### src/sv/cac_pkg.sv
// Shared types, codes and constants for the coil alignment classifier.
// Used by the controller, the datapath and the top level; no dependencies.
package cac_pkg;

	localparam int CODE_BITS_DEF = 8;   // default width of a raw register code
	localparam int IN_CODE_W     = 8;   // width of a code field on the request port
	localparam int FREQ_W        = 15;
	localparam int CURR_W        = 11;
	localparam int MARGIN_W      = 8;
	localparam int CFG_IDX_W     = 3;
	localparam int CFG_DATA_W    = 15;

	localparam logic [FREQ_W-1:0] FREQ_NUMERATOR = 15'd16384;
	localparam int unsigned       CURR_SCALE     = 1800;
	localparam int                CURR_SHIFT     = 8;
	localparam logic [CURR_W-1:0] CURR_MAX       = 11'd2047;

	// Request types.
	localparam logic [1:0] REQ_SAMPLE = 2'd0;
	localparam logic [1:0] REQ_START  = 2'd1;
	localparam logic [1:0] REQ_STOP   = 2'd2;

	// Alignment levels.
	localparam logic [1:0] LVL_NONE = 2'd0;
	localparam logic [1:0] LVL_ONE  = 2'd1;
	localparam logic [1:0] LVL_TWO  = 2'd2;

	// Reset values of the configuration registers.
	localparam logic [CURR_W-1:0]   RST_CURRENT_SPLIT = 11'd512;
	localparam logic [FREQ_W-1:0]   RST_TH_LOW        = 15'd157;
	localparam logic [FREQ_W-1:0]   RST_TH_HIGH       = 15'd147;
	localparam logic [MARGIN_W-1:0] RST_MARGIN        = 8'd3;
	localparam logic [FREQ_W-1:0]   RST_MIN_FREQ      = 15'd100;

	typedef enum logic [CFG_IDX_W-1:0] {
		CFG_CURRENT_SPLIT  = 3'd0,
		CFG_TH_LOW         = 3'd1,
		CFG_TH_HIGH        = 3'd2,
		CFG_RISE_LOW       = 3'd3,
		CFG_FALL_LOW       = 3'd4,
		CFG_RISE_HIGH      = 3'd5,
		CFG_FALL_HIGH      = 3'd6,
		CFG_MIN_FREQ       = 3'd7
	} cfg_idx_t;

	typedef struct packed {
		logic [1:0]           req_type;
		logic [IN_CODE_W-1:0] freq_code;
		logic                 freq_read_ok;
		logic [IN_CODE_W-1:0] current_code;
		logic                 current_read_ok;
	} cac_in_t;

	typedef struct packed {
		logic              status;
		logic [1:0]        alignment_level;
		logic [FREQ_W-1:0] frequency_value;
		logic [CURR_W-1:0] current_value;
	} cac_out_t;

	// Controller to datapath.
	typedef struct packed {
		logic load;
		logic div_step;
		logic classify;
		logic emit;
	} cac_cmd_t;

	// Datapath to controller.
	typedef struct packed {
		logic skip;      // stop request, failed read or zero code: no division needed
		logic out_free;  // the result register can take a new result this cycle
	} cac_stat_t;

endpackage

### src/sv/coil_alignment_classifier.sv
// Top level of the coil alignment classifier: joins controller and datapath.
// Depends on cac_pkg, cac_ctrl and cac_dpath.
//
//   port group   direction  handshake              payload
//   request      in         in_valid / in_ready    in_data   (cac_in_t)
//   result       out        out_valid / out_ready  out_data  (cac_out_t)
//   config       in         cfg_wr_en              cfg_index, cfg_data
//
// A sample request runs from acceptance through decode, the restoring divider,
// which produces one bit of the 16384 / code quotient per cycle, then
// classify and hand-off before the next request is accepted.
// Stop requests and failed reads skip the divider and the classify step.
// Reset clears the level to not connected and loads the register defaults.
// A stalled result waits in the result register; the block then holds the
// next finished result until that register is free.
module coil_alignment_classifier #(
	parameter int CODE_BITS = cac_pkg::CODE_BITS_DEF
) (
	input  logic                           clk,
	input  logic                           arst_n,
	input  logic                           in_valid,
	output logic                           in_ready,
	input  cac_pkg::cac_in_t               in_data,
	output logic                           out_valid,
	input  logic                           out_ready,
	output cac_pkg::cac_out_t              out_data,
	input  logic                           cfg_wr_en,
	input  cac_pkg::cfg_idx_t              cfg_index,
	input  logic [cac_pkg::CFG_DATA_W-1:0] cfg_data
);
	import cac_pkg::*;

	cac_cmd_t  cmd;
	cac_stat_t stat;

	cac_ctrl u_ctrl (
		.clk      (clk),
		.arst_n   (arst_n),
		.in_valid (in_valid),
		.in_ready (in_ready),
		.cmd      (cmd),
		.stat     (stat)
	);

	cac_dpath #(
		.CODE_BITS (CODE_BITS)
	) u_dpath (
		.clk       (clk),
		.arst_n    (arst_n),
		.cmd       (cmd),
		.stat      (stat),
		.in_data   (in_data),
		.cfg_wr_en (cfg_wr_en),
		.cfg_index (cfg_index),
		.cfg_data  (cfg_data),
		.out_valid (out_valid),
		.out_ready (out_ready),
		.out_data  (out_data)
	);

endmodule

### src/sv/cac_ctrl.sv
// Controller of the coil alignment classifier: sequences load, division,
// classification and result hand-off. Depends on cac_pkg.
module cac_ctrl (
	input  logic                clk,
	input  logic                arst_n,
	input  logic                in_valid,
	output logic                in_ready,
	output cac_pkg::cac_cmd_t   cmd,
	input  cac_pkg::cac_stat_t  stat
);
	import cac_pkg::*;

	localparam int DIV_STEPS = FREQ_W;
	localparam int CNT_W     = $clog2(DIV_STEPS);

	typedef enum logic [1:0] {
		ST_IDLE,
		ST_DIVIDE,
		ST_CLASSIFY,
		ST_RESULT
	} state_t;

	state_t           state_q;
	logic             in_ready_q;
	logic [CNT_W-1:0] cnt_q;

	assign in_ready = in_ready_q;

	always_comb begin
		cmd.load     = (state_q == ST_IDLE) && in_valid && in_ready_q;
		cmd.div_step = (state_q == ST_DIVIDE) && !stat.skip;
		cmd.classify = (state_q == ST_CLASSIFY);
		cmd.emit     = (state_q == ST_RESULT) && stat.out_free;
	end

	always_ff @(posedge clk or negedge arst_n) begin
		if (!arst_n) begin
			state_q    <= ST_IDLE;
			in_ready_q <= 1'b1;
			cnt_q      <= '0;
		end else begin
			unique case (state_q)
				ST_IDLE: begin
					if (in_valid && in_ready_q) begin
						state_q    <= ST_DIVIDE;
						in_ready_q <= 1'b0;
						cnt_q      <= '0;
					end
				end
				ST_DIVIDE: begin
					if (stat.skip) begin
						state_q <= ST_RESULT;
					end else begin
						cnt_q <= cnt_q + CNT_W'(1);
						if (cnt_q == CNT_W'(DIV_STEPS - 1)) begin
							state_q <= ST_CLASSIFY;
						end
					end
				end
				ST_CLASSIFY: begin
					state_q <= ST_RESULT;
				end
				ST_RESULT: begin
					if (stat.out_free) begin
						state_q    <= ST_IDLE;
						in_ready_q <= 1'b1;
					end
				end
				default: begin
					state_q <= ST_IDLE;
				end
			endcase
		end
	end

endmodule

### src/sv/cac_dpath.sv
// Datapath of the coil alignment classifier: configuration registers,
// current scaling, bit-serial reciprocal divider, level register and result
// register. Depends on cac_pkg.
module cac_dpath #(
	parameter int CODE_BITS = cac_pkg::CODE_BITS_DEF
) (
	input  logic                                clk,
	input  logic                                arst_n,
	input  cac_pkg::cac_cmd_t                   cmd,
	output cac_pkg::cac_stat_t                  stat,
	input  cac_pkg::cac_in_t                    in_data,
	input  logic                                cfg_wr_en,
	input  cac_pkg::cfg_idx_t                   cfg_index,
	input  logic [cac_pkg::CFG_DATA_W-1:0]      cfg_data,
	output logic                                out_valid,
	input  logic                                out_ready,
	output cac_pkg::cac_out_t                   out_data
);
	import cac_pkg::*;

	localparam int PROD_W = CODE_BITS + CURR_W;

	// Configuration.
	logic [CURR_W-1:0]   split_q;
	logic [FREQ_W-1:0]   th_low_q, th_high_q, min_freq_q;
	logic [MARGIN_W-1:0] rise_low_q, fall_low_q, rise_high_q, fall_high_q;

	// Request held for the duration of the work.
	logic                 stop_q, bad_q;
	logic [CODE_BITS-1:0] fcode_q;
	logic [CURR_W-1:0]    curr_q;
	logic [CODE_BITS-1:0] rem_q;
	logic [FREQ_W-1:0]    quo_q;
	logic [1:0]           level_q;

	cac_out_t out_q;
	logic     out_valid_q;

	logic [CODE_BITS-1:0] fcode_in, ccode_in;
	logic                 bad_in;
	logic [PROD_W-1:0]    prod;
	logic [PROD_W-1:0]    scaled;
	logic [CURR_W-1:0]    curr_in;

	logic [CODE_BITS:0]   trial, diff;
	logic                 fits;

	logic                low_sel;
	logic [FREQ_W-1:0]   th;
	logic [MARGIN_W-1:0] up, dn;
	logic [FREQ_W:0]     th_up, freq_dn;
	logic [1:0]          level_nx;

	assign fcode_in = CODE_BITS'(in_data.freq_code);
	assign ccode_in = CODE_BITS'(in_data.current_code);
	assign bad_in   = !in_data.freq_read_ok || (fcode_in == '0) ||
	                  !in_data.current_read_ok || (ccode_in == '0);

	assign prod    = PROD_W'(ccode_in) * PROD_W'(CURR_SCALE);
	assign scaled  = prod >> CURR_SHIFT;
	assign curr_in = (scaled > PROD_W'(CURR_MAX)) ? CURR_MAX : CURR_W'(scaled);

	// One restoring step: bring down the next dividend bit and try the divisor.
	assign trial = {rem_q, quo_q[FREQ_W-1]};
	assign diff  = trial - {1'b0, fcode_q};
	assign fits  = (trial >= {1'b0, fcode_q});

	always_comb begin
		low_sel = (curr_q < split_q);
		th      = low_sel ? th_low_q   : th_high_q;
		up      = low_sel ? rise_low_q : rise_high_q;
		dn      = low_sel ? fall_low_q : fall_high_q;
		th_up   = {1'b0, th} + (FREQ_W + 1)'(up);
		// Testing freq + down against th avoids a negative threshold.
		freq_dn = {1'b0, quo_q} + (FREQ_W + 1)'(dn);
		unique case (level_q)
			LVL_NONE: begin
				if (quo_q > th) begin
					level_nx = LVL_TWO;
				end else if (quo_q > min_freq_q) begin
					level_nx = LVL_ONE;
				end else begin
					level_nx = LVL_NONE;
				end
			end
			LVL_ONE: begin
				if ({1'b0, quo_q} > th_up) begin
					level_nx = LVL_TWO;
				end else if (quo_q < min_freq_q) begin
					level_nx = LVL_NONE;
				end else begin
					level_nx = LVL_ONE;
				end
			end
			LVL_TWO: begin
				if (quo_q < min_freq_q) begin
					level_nx = LVL_NONE;
				end else if (freq_dn <= {1'b0, th}) begin
					level_nx = LVL_ONE;
				end else begin
					level_nx = LVL_TWO;
				end
			end
			default: begin
				level_nx = level_q;
			end
		endcase
	end

	assign stat.skip     = stop_q || bad_q;
	assign stat.out_free = !out_valid_q || out_ready;
	assign out_valid     = out_valid_q;
	assign out_data      = out_q;

	always_ff @(posedge clk or negedge arst_n) begin
		if (!arst_n) begin
			split_q     <= RST_CURRENT_SPLIT;
			th_low_q    <= RST_TH_LOW;
			th_high_q   <= RST_TH_HIGH;
			rise_low_q  <= RST_MARGIN;
			fall_low_q  <= RST_MARGIN;
			rise_high_q <= RST_MARGIN;
			fall_high_q <= RST_MARGIN;
			min_freq_q  <= RST_MIN_FREQ;
		end else if (cfg_wr_en) begin
			unique case (cfg_index)
				CFG_CURRENT_SPLIT: split_q     <= cfg_data[CURR_W-1:0];
				CFG_TH_LOW:        th_low_q    <= cfg_data[FREQ_W-1:0];
				CFG_TH_HIGH:       th_high_q   <= cfg_data[FREQ_W-1:0];
				CFG_RISE_LOW:      rise_low_q  <= cfg_data[MARGIN_W-1:0];
				CFG_FALL_LOW:      fall_low_q  <= cfg_data[MARGIN_W-1:0];
				CFG_RISE_HIGH:     rise_high_q <= cfg_data[MARGIN_W-1:0];
				CFG_FALL_HIGH:     fall_high_q <= cfg_data[MARGIN_W-1:0];
				CFG_MIN_FREQ:      min_freq_q  <= cfg_data[FREQ_W-1:0];
				default: begin
				end
			endcase
		end
	end

	always_ff @(posedge clk or negedge arst_n) begin
		if (!arst_n) begin
			level_q     <= LVL_NONE;
			out_valid_q <= 1'b0;
		end else begin
			if (cmd.load) begin
				if ((in_data.req_type == REQ_START) || (in_data.req_type == REQ_STOP)) begin
					level_q <= LVL_NONE;
				end
			end else if (cmd.classify) begin
				level_q <= level_nx;
			end
			if (cmd.emit) begin
				out_valid_q <= 1'b1;
			end else if (out_ready) begin
				out_valid_q <= 1'b0;
			end
		end
	end

	always_ff @(posedge clk) begin
		if (cmd.load) begin
			stop_q  <= (in_data.req_type == REQ_STOP);
			bad_q   <= bad_in;
			fcode_q <= fcode_in;
			curr_q  <= curr_in;
			rem_q   <= '0;
			quo_q   <= FREQ_NUMERATOR;
		end else if (cmd.div_step) begin
			rem_q <= fits ? diff[CODE_BITS-1:0] : trial[CODE_BITS-1:0];
			quo_q <= {quo_q[FREQ_W-2:0], fits};
		end
		if (cmd.emit) begin
			out_q.status          <= bad_q && !stop_q;
			out_q.alignment_level <= level_q;
			out_q.frequency_value <= stat.skip ? '0 : quo_q;
			out_q.current_value   <= stat.skip ? '0 : curr_q;
		end
	end

endmodule

### config.mk
export PLATFORM = sky130hd
export DESIGN_NAME = coil_alignment_classifier
export DESIGN_NICKNAME = d
export VERILOG_FILES = /design/src/sv/cac_pkg.sv /design/src/sv/coil_alignment_classifier.sv /design/src/sv/cac_ctrl.sv /design/src/sv/cac_dpath.sv
export SDC_FILE = /design/constraint.sdc
export NUM_CORES = 1
export LEC_CHECK = 0
export ABC_CLOCK_PERIOD_IN_PS = 5500
export BUFFER_PORTS_ARGS = -buffer_cell sky130_fd_sc_hd__buf_2
export CORE_MARGIN = 1.5
export CORE_UTILIZATION = 28
export CTS_CLUSTER_DIAMETER = 50
export DETAILED_ROUTE_END_ITERATION = 10
export PLACE_DENSITY = 0.46
export RECOVER_POWER = 100
export SLEW_MARGIN = 10
export SYNTH_ARGS = -nofsm -noshare
export SYNTH_HDL_FRONTEND = slang
export SYNTH_SLANG_ARGS = --single-unit
### constraint.sdc
create_clock -name clk -period 5.5 [get_ports clk]
set_input_delay 1.1 -clock clk [delete_from_list [all_inputs] [get_ports clk]]
set_output_delay 1.1 -clock clk [all_outputs]
set_load 0.01 [all_outputs]
==> summary.md <==
| Metric | Value |
|---|---|
| Initial antenna violation count | 0 |
| Final number of hold-violating endpoints | 0 |
| Deepest clock path buffer count | 2 |
| Ant diodes | 0 |
| Iteration-0 DRC Markers | between 300 and 400 |
| HP Start | u_dpath.rem_q[7] |
| Startpoint types | flip-flop |
| Hold Crit Depth | 2 |
| Mux cell area share after synthesis | a little under an eighth |
| Layout area overhead | 16.4% |
| Critical path fanouts, max | 6 |
| GR Overflow Total | 0 |
| Seq cells post-synth | ~170 |
| Synthesis Warnings | 0 |
| Die Y | 201 um |
| I/O pin count | 74 |
| Top post-synthesis cells by count | ha_1, mux2_2, inv_1, dfrtp_1, nand2_1 |
| Final instance area | 12800 um^2 |
| R2r worst-path depth | 27 |
| Post-Synth Adder-Cell Area | between 10% and 20% |
| Placement Cell Area | 12100 um^2 |
| Reg clk slew, reported paths | ~70 ps |
| Die Area | around 41000 um^2 |
| Netlist cell types | a little under 70 |
| Drt total wl | between 20 and 30 mm |
| Slew @ Worst Pin | 3450 ps |
| Required time of the worst setup path | 5880 ps |
| Syn_area_per_cell | 10.7 um^2 |
| Fillers | between 4000 and 5000 |
| CP arrival | roughly 5700 ps |
| Synthesized instance count | between 1000 and 1500 |
| Max Cap Viol | 4 |
| DP Cell Count | 1613 |
| Status | finished, violations left |
| Final period util | 96.3% |
| Layout cells sized above 1 | a little over a fifth |
| WL/cell | about 17 um |
| Total chip power | 4.73 mW |
| Maximum vdd ir drop | approximately 240 uV |
| Vias in the first global route | 7997 |
| Ys async rst share | 57.3% |
| Relative slew slack | -130% |
| Most frequent cell after synthesis | ha_1 |
| Largest area contributor in the netlist | dfrtp_1 |
| CP Class | flip-flop to flip-flop |
| Die W | 201 um |
| # DRC | 0 |
| Nets | 1316 |
| Worst min path class | flip-flop to flip-flop |
| Starting Density | 28.5% |
| I/O Buffers | 73 |
| Maximum number of pins on one net before global-route repair | between 60 and 70 |
| CP Capture Type | flip-flop |
| Largest family of logic cells by synthesized area | adder cells |
| DP HPWL | approximately 22 mm |
| Post-synth EDFFs | 50 |
| Drt first pass iters | 5 |
| Synth Area in XOR/XNOR | 3.73% |
| Post-route ant nets | 0 |
| Critical R2R Launch | u_dpath.split_q[9] |
| Clock skew | approximately 11 ps |
| Leak | 5.57 nW |
| Top cells by area, synth | dfrtp_1, ha_1, edfxtp_1, mux2_2, dfstp_2 |
| Clock period minus final worst setup slack | between 5000 and 6000 ps |
| Syn Nets | 1220 |
| Setup violators final | 0 |
| Final Non-Filler Cells | ~1700 |
| Clock Tree Root | clkbuf_16 |
| Routability cong. | about 0.78 |
| PwrDens | between 300 and 400 nW/um^2 |
| Top cell type's share of synthesized area | 17.3% |
| CTS tree | done |
| Slew Limit Fails | 138 |
| Placement Rows | just over 70 |
| Worst-Skew Late Latency | between 400 and 500 ps |
| Sequential share of the synthesized area | between 40% and 50% |
| Tot GR Track Use | 14.6% |
| Core ar. | between 30000 and 40000 um^2 |
| TritonCTS Buffers | 17 |
| Htree depth | 4 |
| Failing checks | max-capacitance violations, max-slew violations |
| Drt via density | 4.77 |
| Fmax | between 150 and 200 MHz |
| Syn Std Cell Area | approximately 11000 um^2 |
| Critical Path Start | u_dpath.split_q[9] |
| Post-Synth Simple-Gate Area | 10.7% |
| Via count | just under 8000 |
| Compound-Gate Fraction of Synth Area | about an eighth |
| Clk sink count | between 150 and 200 |
| First-pass GRT wire length | 45.9 mm |
| Most used DFF post-synth | dfrtp_1 |
state kept, by name, indices dropped and copies added (netlist names):
register             count
u_dpath.out_data        29
u_dpath.min_freq_q      15
u_dpath.quo_q           15
u_dpath.th_high_q       15
u_dpath.th_low_q        15
u_dpath.curr_q          11
u_dpath.split_q         11
u_dpath.fall_high_q      8
u_dpath.fall_low_q       8
u_dpath.fcode_q          8
u_dpath.rem_q            8
u_dpath.rise_high_q      8
u_dpath.rise_low_q       8
u_ctrl.cnt_q             4
u_ctrl.state_q           2
u_dpath.level_q          2
u_ctrl.in_ready          1
u_dpath.bad_q            1
u_dpath.out_valid        1
u_dpath.stop_q           1
cells by family after synthesis:
logic type	count (synthesis)
DFF	171
AOI/OAI and AO/OA	198
and+or+nand+nor	235
xor gates and xnor gates	47
buffers and inverters	107
adders and majority gates	152
muxes	117
path summary, 6_finish.rpt:
check                                         to  slack, ps
max                           u_dpath.level_q[0]        200
min                             u_dpath.rem_q[7]        450
max reg2reg                   u_dpath.level_q[0]        200
min reg2reg                     u_dpath.rem_q[7]        450
max in group asynchronous     u_dpath.split_q[4]       1220
min in group asynchronous  u_dpath.th_high_q[10]       1830
repair_timing:
action	CTS	global route
pin swaps	1	13
resized for setup	0	25
endpoints found under the setup margin	2	2
hold buffers	0	0
cloned	0	1
buffers inserted	2	6
endpoints found under the hold margin	0	0
power by group:
group | switching [mW] | internal [mW] | total [mW]
combinational | 0.944 | 0.904 | 1.85
sequential | 0.109 | 1.48 | 1.59
clock | 0.571 | 0.722 | 1.29
total | 1.62 | 3.11 | 4.73
metal layers:
layer / routed length [um] / GRT usage (%) / vias to the layer above
met1: 14100 / 19.9 / 3842
met2: 13200 / 23.1 / 119
met5: 0 / 0 / -
met4: 504 / 4.42 / 0
li1: - / - / 3900
met3: 1030 / 3.16 / 25
cells in the final DEF, fill, tap and decap left out, types with 26 or more instances in the layout:
master and count:
a21o_1 26, a21oi_1 51, buf_2 31, clkbuf_1 48, dfrtp_1 76, edfxtp_1 50
ha_1 137, inv_1 77, mux2_2 95, nand2_1 76, nor2_1 37, o21ai_0 41
xnor2_1 31
critical path, stage by stage, from the launching register on:
cell	delay (ps)
dfstp_2	520
inv_1	60
ha_4	280
and4_4	240
a21oi_2	60
and2_4	160
o21ai_4	60
buf_6	150
mux2_4	320
ha_1	280
a21o_1	220
a311oi_2	340
a21oi_1	120
or2_1	250
a21o_1	200
nand2_1	80
xnor2_1	80
ha_1	320
a21o_1	180
a21o_1	160
a21oi_1	170
o21ai_1	90
a21oi_2	130
nor3_1	60
a31oi_1	160
nand4_1	160
o32a_1	310
o21ai_1	70
stage by stage:
step / utilization (%) / setup slack (ps) / hold slack, ps / setup TNS [ps]
4_1_cts: 33.0 / 20.8 / 454 / 0
3_3_place_gp: 31.3 / 50.6 / 444 / 0
3_5_place_dp: 31.3 / -54.5 / 443 / -104
5_1_grt: 33.1 / -25.6 / 500 / -42.5
6_report: 33.1 / 204 / 452 / 0
2_1_floorplan: - / 22.5 / 432 / 0
cell type report:
class                      count  area [um^2]  share of cell area, %
clock inverter                13          150                   1.17
sequential                   171         4440                   34.6
tap                          518          648                   5.05
multi-input combinational    749         6270                   48.8
clock buffer                  19          464                   3.62
timing repair buffer         106          573                   4.46
inverter                      78          293                   2.28
Power figures use the tool's default switching activity.
